===== config.mk =====
export PLATFORM = sky130hd
export DESIGN_NAME = crt_congruence_combiner
export DESIGN_NICKNAME = d
export VERILOG_FILES = /design/src/rtl/crt_pkg.sv /design/src/rtl/crt_congruence_combiner.sv
export SDC_FILE = /design/constraint.sdc
export NUM_CORES = 2
export LEC_CHECK = 0
export BUFFER_PORTS_ARGS = -buffer_cell sky130_fd_sc_hd__buf_2
export CORE_UTILIZATION = 40
export DETAILED_ROUTE_END_ITERATION = 8
export HOLD_SLACK_MARGIN = 0.15
export PLACE_DENSITY = 0.59
export SYNTH_ARGS = -nofsm -noshare
export SYNTH_HDL_FRONTEND = slang
export SYNTH_SLANG_ARGS = --single-unit

===== constraint.sdc =====
create_clock -name i_clk -period 14.72 [get_ports i_clk]
set_clock_uncertainty 0.05 [all_clocks]
set_input_delay 2.208 -clock i_clk [delete_from_list [all_inputs] [get_ports i_clk]]
set_output_delay 2.208 -clock i_clk [all_outputs]
set_load 0.005 [all_outputs]

===== src/rtl/crt_pkg.sv =====
// Shared constants for the congruence combiner: port widths and status codes.
// No dependencies.
package crt_pkg;

    // Fixed widths of the word fields on the ports.
    localparam int IN_W  = 32;
    localparam int OUT_W = 63;
    localparam int ST_W  = 2;

    // Status codes reported with each result word.
    localparam logic [ST_W-1:0] ST_OK       = 2'd0;
    localparam logic [ST_W-1:0] ST_INCONSIS = 2'd1;
    localparam logic [ST_W-1:0] ST_OVERFLOW = 2'd2;

endpackage


===== src/rtl/crt_congruence_combiner.sv =====
// Generalized CRT combiner: folds congruences into a running residue and modulus.
// Depends on crt_pkg for port widths and status codes.
//
// Usage:
//   Input channel (i_valid / o_stall) carries one congruence word: residue, modulus
//   and a last flag. A word is taken when i_valid is high and o_stall is low.
//   o_stall is high while a word is being folded in.
//   Output channel (o_valid / i_stall) carries one result word per set, only
//   after the word marked last: solution, combined modulus and status.
//   Each word is worked by one shared shift-subtract / shift-add unit under a
//   small sequencer. Divisions run over a DIVW-bit numerator (DIVW = max(ACC_WIDTH,
//   2*MODULUS_WIDTH)), multiplications over a MODULUS_WIDTH-bit multiplier.
//   Once a set has failed, later words of it skip the arithmetic and pass
//   straight to the final step of the sequencer.
//   The result sits in an output register, so the next word may be taken
//   while the receiver stalls; the final step of a set waits for that
//   register to free up. Reset clears the accumulator to residue 0, modulus 1,
//   status ok, and drops any pending result.
module crt_congruence_combiner #(
    parameter int MODULUS_WIDTH = 32,
    parameter int ACC_WIDTH     = 63
) (
    input  logic                            i_clk,
    input  logic                            i_rst_n,
    input  logic                            i_valid,
    output logic                            o_stall,
    input  logic [crt_pkg::IN_W-1:0]        i_residue,
    input  logic [crt_pkg::IN_W-1:0]        i_modulus,
    input  logic                            i_last,
    output logic                            o_valid,
    input  logic                            i_stall,
    output logic [crt_pkg::OUT_W-1:0]       o_solution,
    output logic [crt_pkg::OUT_W-1:0]       o_combined_modulus,
    output logic [crt_pkg::ST_W-1:0]        o_status
);

    localparam int MW   = MODULUS_WIDTH;
    localparam int AW   = ACC_WIDTH;
    localparam int DIVW = (AW > 2 * MW) ? AW : 2 * MW;
    localparam int PW   = ((AW > MW) ? AW : MW) + MW;
    localparam int SW   = MW + 3;
    localparam int CW   = $clog2(DIVW + 1);

    // Sequencer states.
    localparam logic [3:0] S_IDLE = 4'd0;
    localparam logic [3:0] S_BMOD = 4'd1;
    localparam logic [3:0] S_MREM = 4'd2;
    localparam logic [3:0] S_EUC  = 4'd3;
    localparam logic [3:0] S_RREM = 4'd4;
    localparam logic [3:0] S_DDIV = 4'd5;
    localparam logic [3:0] S_MRED = 4'd6;
    localparam logic [3:0] S_OVF  = 4'd7;
    localparam logic [3:0] S_PMOD = 4'd8;
    localparam logic [3:0] S_TMUL = 4'd9;
    localparam logic [3:0] S_TMOD = 4'd10;
    localparam logic [3:0] S_RMUL = 4'd11;
    localparam logic [3:0] S_DONE = 4'd12;

    logic [3:0]            r_state;
    logic [CW-1:0]         r_cnt;

    // Accumulated solution.
    logic [AW-1:0]         r_acc_res;
    logic [AW-1:0]         r_acc_mod;
    logic [crt_pkg::ST_W-1:0] r_fail;

    // Current congruence and intermediate values.
    logic [MW-1:0]         r_b;
    logic [MW-1:0]         r_m;
    logic                  r_last;
    logic [MW-1:0]         r_eb;
    logic signed [SW-1:0]  r_sprev;
    logic signed [SW-1:0]  r_scur;
    logic [MW-1:0]         r_d;
    logic [MW-1:0]         r_qd;
    logic [MW-1:0]         r_mred;
    logic [AW-1:0]         r_newm;

    // Shared unit registers.
    logic [DIVW-1:0]       r_num;
    logic [MW-1:0]         r_rem;
    logic [MW-1:0]         r_den;
    logic signed [SW-1:0]  r_qs;
    logic [PW-1:0]         r_mpa;
    logic [MW-1:0]         r_mpb;
    logic [PW-1:0]         r_prod;

    // Output register.
    logic                  r_ovalid;
    logic [crt_pkg::OUT_W-1:0] r_osol;
    logic [crt_pkg::OUT_W-1:0] r_omod;
    logic [crt_pkg::ST_W-1:0]  r_ostat;

    logic                  mul_op;
    logic [MW:0]           div_tmp;
    logic                  div_ge;
    logic [MW:0]           div_sub;
    logic [MW-1:0]         n_rem;
    logic [MW-1:0]         m_in;
    logic [MW:0]           diff_wide;
    logic [MW-1:0]         diff;
    logic [SW-1:0]         p_abs;
    logic [MW-1:0]         pm;
    logic                  accept;
    logic                  out_free;
    logic                  emit;

    assign accept   = i_valid && !o_stall;
    assign out_free = !r_ovalid || !i_stall;
    assign o_stall  = (r_state != S_IDLE);
    assign o_valid  = r_ovalid;
    assign o_solution         = r_osol;
    assign o_combined_modulus = r_omod;
    assign o_status           = r_ostat;

    // A result word is loaded at this edge.
    assign emit = (r_cnt == '0) && (r_state == S_DONE) && r_last && out_free;

    // Multiplication states run the shift-add path, all others shift-subtract.
    assign mul_op = r_state inside {S_OVF, S_TMUL, S_RMUL};

    // One restoring division step.
    always_comb begin
        div_tmp = {r_rem, r_num[DIVW-1]};
        div_ge  = (div_tmp >= {1'b0, r_den});
        div_sub = div_tmp - {1'b0, r_den};
        n_rem   = div_ge ? div_sub[MW-1:0] : div_tmp[MW-1:0];
    end

    // Input modulus with zero treated as one.
    assign m_in = (i_modulus[MW-1:0] == '0) ? MW'(1) : i_modulus[MW-1:0];

    // Difference (b - r) reduced mod m, from r mod m held in the remainder.
    assign diff_wide = (r_b >= r_rem) ? ({1'b0, r_b} - {1'b0, r_rem})
                                      : ({1'b0, r_b} + {1'b0, r_m} - {1'b0, r_rem});
    assign diff = diff_wide[MW-1:0];

    // Magnitude of the Euclid coefficient and its positive residue mod m/d.
    assign p_abs = r_sprev[SW-1] ? SW'(-r_sprev) : SW'(r_sprev);
    assign pm    = (r_sprev[SW-1] && (r_rem != '0)) ? (r_mred - r_rem) : r_rem;

    // Sequencer and shared arithmetic unit.
    always_ff @(posedge i_clk) begin
        if (!i_rst_n) begin
            r_state   <= S_IDLE;
            r_cnt     <= '0;
            r_acc_res <= '0;
            r_acc_mod <= AW'(1);
            r_fail    <= crt_pkg::ST_OK;
            r_ovalid  <= 1'b0;
        end else begin
            if (r_ovalid && !i_stall && !emit) begin
                r_ovalid <= 1'b0;
            end
            if (r_cnt != '0) begin
                // Iterate the shared unit.
                r_cnt <= r_cnt - CW'(1);
                if (mul_op) begin
                    r_prod <= {r_prod[PW-2:0], 1'b0} + (r_mpb[MW-1] ? r_mpa : '0);
                    r_mpb  <= {r_mpb[MW-2:0], 1'b0};
                end else begin
                    r_rem <= n_rem;
                    r_num <= {r_num[DIVW-2:0], div_ge};
                    r_qs  <= (r_qs <<< 1) + (div_ge ? r_scur : '0);
                end
            end else begin
                case (r_state)
                    S_IDLE: begin
                        if (accept) begin
                            r_b    <= i_residue[MW-1:0];
                            r_m    <= m_in;
                            r_last <= i_last;
                            if (r_fail != crt_pkg::ST_OK) begin
                                r_state <= S_DONE;
                            end else begin
                                r_num   <= DIVW'(i_residue[MW-1:0]);
                                r_rem   <= '0;
                                r_den   <= m_in;
                                r_qs    <= '0;
                                r_cnt   <= CW'(DIVW);
                                r_state <= S_BMOD;
                            end
                        end
                    end
                    S_BMOD: begin
                        r_b     <= r_rem;
                        r_num   <= DIVW'(r_acc_mod);
                        r_rem   <= '0;
                        r_den   <= r_m;
                        r_qs    <= '0;
                        r_cnt   <= CW'(DIVW);
                        r_state <= S_MREM;
                    end
                    S_MREM: begin
                        // Start extended Euclid on (M mod m, m).
                        r_eb    <= r_m;
                        r_sprev <= SW'(1);
                        r_scur  <= '0;
                        r_num   <= DIVW'(r_rem);
                        r_rem   <= '0;
                        r_den   <= r_m;
                        r_qs    <= '0;
                        r_cnt   <= CW'(DIVW);
                        r_state <= S_EUC;
                    end
                    S_EUC: begin
                        r_eb    <= r_rem;
                        r_sprev <= r_scur;
                        r_scur  <= r_sprev - r_qs;
                        r_qs    <= '0;
                        if (r_rem == '0) begin
                            // gcd found; reduce r mod m next.
                            r_d     <= r_eb;
                            r_num   <= DIVW'(r_acc_res);
                            r_rem   <= '0;
                            r_den   <= r_m;
                            r_cnt   <= CW'(DIVW);
                            r_state <= S_RREM;
                        end else begin
                            r_num   <= DIVW'(r_eb);
                            r_rem   <= '0;
                            r_den   <= r_rem;
                            r_cnt   <= CW'(DIVW);
                        end
                    end
                    S_RREM: begin
                        r_num   <= DIVW'(diff);
                        r_rem   <= '0;
                        r_den   <= r_d;
                        r_qs    <= '0;
                        r_cnt   <= CW'(DIVW);
                        r_state <= S_DDIV;
                    end
                    S_DDIV: begin
                        if (r_rem != '0) begin
                            r_fail  <= crt_pkg::ST_INCONSIS;
                            r_state <= S_DONE;
                        end else begin
                            r_qd    <= r_num[MW-1:0];
                            r_num   <= DIVW'(r_m);
                            r_rem   <= '0;
                            r_den   <= r_d;
                            r_qs    <= '0;
                            r_cnt   <= CW'(DIVW);
                            r_state <= S_MRED;
                        end
                    end
                    S_MRED: begin
                        r_mred  <= r_num[MW-1:0];
                        r_mpa   <= PW'(r_acc_mod);
                        r_mpb   <= r_num[MW-1:0];
                        r_prod  <= '0;
                        r_cnt   <= CW'(MW);
                        r_state <= S_OVF;
                    end
                    S_OVF: begin
                        if (r_prod[PW-1:AW] != '0) begin
                            r_fail  <= crt_pkg::ST_OVERFLOW;
                            r_state <= S_DONE;
                        end else begin
                            r_newm  <= r_prod[AW-1:0];
                            r_num   <= DIVW'(p_abs[MW-1:0]);
                            r_rem   <= '0;
                            r_den   <= r_mred;
                            r_qs    <= '0;
                            r_cnt   <= CW'(DIVW);
                            r_state <= S_PMOD;
                        end
                    end
                    S_PMOD: begin
                        r_mpa   <= PW'(r_qd);
                        r_mpb   <= pm;
                        r_prod  <= '0;
                        r_cnt   <= CW'(MW);
                        r_state <= S_TMUL;
                    end
                    S_TMUL: begin
                        r_num   <= DIVW'(r_prod[2*MW-1:0]);
                        r_rem   <= '0;
                        r_den   <= r_mred;
                        r_qs    <= '0;
                        r_cnt   <= CW'(DIVW);
                        r_state <= S_TMOD;
                    end
                    S_TMOD: begin
                        r_mpa   <= PW'(r_acc_mod);
                        r_mpb   <= r_rem;
                        r_prod  <= '0;
                        r_cnt   <= CW'(MW);
                        r_state <= S_RMUL;
                    end
                    S_RMUL: begin
                        r_acc_res <= r_acc_res + r_prod[AW-1:0];
                        r_acc_mod <= r_newm;
                        r_state   <= S_DONE;
                    end
                    S_DONE: begin
                        if (!r_last) begin
                            r_state <= S_IDLE;
                        end else if (out_free) begin
                            // Emit the result word and restart the accumulator.
                            r_ovalid <= 1'b1;
                            if (r_fail == crt_pkg::ST_OK) begin
                                r_osol <= crt_pkg::OUT_W'(r_acc_res);
                                r_omod <= crt_pkg::OUT_W'(r_acc_mod);
                            end else begin
                                r_osol <= '0;
                                r_omod <= '0;
                            end
                            r_ostat   <= r_fail;
                            r_acc_res <= '0;
                            r_acc_mod <= AW'(1);
                            r_fail    <= crt_pkg::ST_OK;
                            r_state   <= S_IDLE;
                        end
                    end
                    default: begin
                        r_state <= S_IDLE;
                    end
                endcase
            end
        end
    end

    // The combined modulus never becomes zero.
    a_mod_nonzero: assert property (@(posedge i_clk) disable iff (!i_rst_n)
        r_acc_mod != '0)
        else $error("combined modulus reached zero");

    // The solution stays below the combined modulus between words.
    a_res_below_mod: assert property (@(posedge i_clk) disable iff (!i_rst_n)
        (r_state == S_IDLE && r_fail == crt_pkg::ST_OK) |-> (r_acc_res < r_acc_mod))
        else $error("solution not below combined modulus");

    // A new result word only appears out of the final step of a set.
    a_emit_from_done: assert property (@(posedge i_clk) disable iff (!i_rst_n)
        $rose(r_ovalid) |-> ($past(r_state) == S_DONE && $past(r_last)))
        else $error("result word raised outside the final step");

    // The shared unit is quiet whenever a new word may be taken.
    a_idle_quiet: assert property (@(posedge i_clk) disable iff (!i_rst_n)
        (r_state == S_IDLE) |-> (r_cnt == '0))
        else $error("shared unit busy while idle");

endmodule


==> results.yml <==
status:
  status: "finished with violations"
  violations: "design-rule violations"
synthesis:
  yosys_warnings: 0
  syn_inst: 5926
  synth_edf_count: 807
  yosys-top-cells-count: "edfxtp_1, nand2_1, nor2_1"
  synth_most_common_cell: "edfxtp_1"
  yosys.area.top_type: "edfxtp_1"
  netlist_top_cells_area: "edfxtp_1, ha_1, dfxtp_1"
  avgSynthCellArea_um2: 9.839
  synth_area_mm2: 0.05831
  synth_top_flop_cell: "edfxtp_1"
  yosys.cell_types.count: 99
  yosysSeqAreaShare_pct: 46.37
  ys_ff_latch: 947
  synthDominantCellAreaShare_pct: 41.56
  async_flop_share_pct: 0
  synth_fp_nets: 6353
clock_tree:
  clk_pin_slew_ns: 0.06
  clk_root_buffer_cell: "clkbuf_16"
  clk_path_buf_depth: 3
  clk_latency_ns: 0.75
  clock_sinks: 947
  h-tree-depth: 3
  cts_tree: "yes"
  cts_resized: 0
  cts-hold-fix-buffers: 0
  numCtsBuffers: 109
  post_cts_buffers: 0
hold_path:
  hp-class: "flip-flop to flip-flop"
placement:
  detailed_place_hpwl_um: 152200
  io_buffers: 198
  gp_congestion: 0.9868
  preCtsSetupSlack_ns: 8.220
route:
  wl_per_cell_um: 26.25
  wl_um: 209400
  num_vias: 47990
  drt-pass1-iter-count: 9
  drt-initial-drc-count: 5901
  vias_per_cell: 6.016
  antenna_left: 0
  drc: 2
die:
  die_y_um: 383.8
  initial_core_util_pct: 40.44
  coreArea_mm2: 0.1442
  die-width_um: 383.8
  die-area_mm2: 0.1473
  num_rows: 139
  io-pin-count: 199
global_routing:
  grt_overflow: 0
  grt_max_degree: 154
  grt_pass1_wl_um: 305000
  gr-usage-met2_pct: 39.85
  gr-usage-met1_pct: 39.65
  use_met3_pct: 8.256
  gr-usage-all-layers_pct: 27.82
  grt_pass1_vias: 45240
  grt.busiest_layer: "met2"
  antenna_found_initial: 14
sta:
  tightest_slew_ns: 1.323
  fmax_mhz: 151.2
  maxSlewHeadroom_pct: 11.21
  rsz0062_at_grt: "no"
  finalCriticalPeriod_ns: 6.615
  fin_setup_tns_ns: 0
  maxSlewViolCount: 0
  setup_ws_ns: 8.105
  setup_violations: 0
  post-route-period-util_pct: 44.94
  worst_hold_slack_ns: 0.3972
  final-hold-violation-count: 0
layout:
  regArea_mm2: 0.02704
  area_delta_synth_final_pct: 11.25
  drive_above_1_share_pct: 9.338
  fin_nets: 6407
  fillers: 13750
  multi_input_area_mm2: 0.02910
job:
  maxCapViolCount: 0
setup_path:
  cp_cell_sequence: "ha_1, a211oi_1, nor3b_1, nor3_1, a21oi_1, a41oi_2, nand2_1, a221o_1, a211o_2, and2_1, ha_1, inv_1, fa_1, nor2b_1, o21a_1, o21ai_0, and2_1, o31ai_4, a211oi_1, or3_1, o211ai_1, nand2_1, a21boi_0, mux2i_1"
  required_ns: 15.15
  critPathCaptureType: "flip-flop"
  worst-setup-path-type: "flip-flop to flip-flop"
  crit_arrival_ns: 7.04
  crit_fanout: 35
  slowest_stage: "edfxtp_1"
  crit_family: "compound AO/OA/AOI/OAI gates"
  max_stage_delay_ns: 0.57
  cp-start-kind: "flip-flop"
  cp.buffers_inverters: 1
pwr:
  p_leak_nw: 25.24
  pwr_density_cell_mw_per_mm2: 187.2
  ir_worst_vdd_mv: 0.2484
-- flip-flops by register name (all words and copies together) (netlist names), 63 cells and up --
signal and flops:
o_combined_modulus 63, o_solution 63, r_acc_mod 63, r_acc_res 63, r_mpa 63, r_newm 63
r_num 64, r_prod 95
-- per-stage QoR --
stage | cell area, um2 | total power [mW] | std cells | util, %
floorplan | 58310 | 7.539 | 5926 | -
global placement | 61150 | 9.113 | 7772 | 42.42
detailed placement | 61150 | 9.159 | 7772 | 42.42
CTS | 64870 | 12.02 | 7975 | 44.99
global route | 64870 | 12.74 | 7975 | 44.99
finish | 64870 | 12.14 | 7977 | 44.99
-- area by class of cell --
type / count / area share (%)
flip-flops and latches: 947 / 41.68
inverters: 296 / 1.713
multi-input cells: 4359 / 44.86
diodes: 2 / 0.007715
clock inverters: 57 / 0.9817
well taps: 1903 / 3.670
clock buffers: 146 / 4.739
repair buffers: 267 / 2.349
-- where the power goes --
group	internal (mW)	total, mW	switching (mW)
Sequential	3.40	3.78	0.379
Clock	1.63	2.85	1.21
Combinational	2.04	5.51	3.47
-- cells in the final DEF, fill, tap and decap left out, types with 70 or more instances in the layout --
cell type,count
a21boi_0,85
a222oi_1,70
clkbuf_16,115
nand3_1,148
ha_1,320
o21ai_0,305
a21oi_1,385
inv_1,296
nor2_1,446
a21o_1,177
buf_2,197
nor2b_1,75
nand2_1,617
xnor2_1,202
and2_1,309
dfxtp_1,140
nor3_1,72
edfxtp_1,807
xor2_1,141
-- metal layers --
metal  routed length (um)  share of wire (%)
met5                   31              0.015
met4                 7010                3.3
met3                25650                 12
met2                86450                 41
met1                90240                 43
-- cell families after synthesis --
kind of cell             after synthesis  synth area share [%]
multiplexers                          75                 1.367
adder cells (fa/ha/maj)              358                 8.171
AO/OA/AOI/OAI                       1577                 18.21
XOR/XNOR                             343                 5.152
flip-flops                           947                 46.37
buffers and inverters                620                 4.103
AND/OR/NAND/NOR                     2006                 16.63
-- final timing paths --
check             end  startpoint  slack (ns)  depth (start not counted)
min reg2reg   r_d[17]    r_eb[17]        0.40                          0
max reg2reg  r_qs[33]   r_rem[13]        8.11                         24
min           r_d[17]    r_eb[17]        0.40                          0
max          r_qs[33]   r_rem[13]        8.11                         24
(Power assumes the default switching activity.)
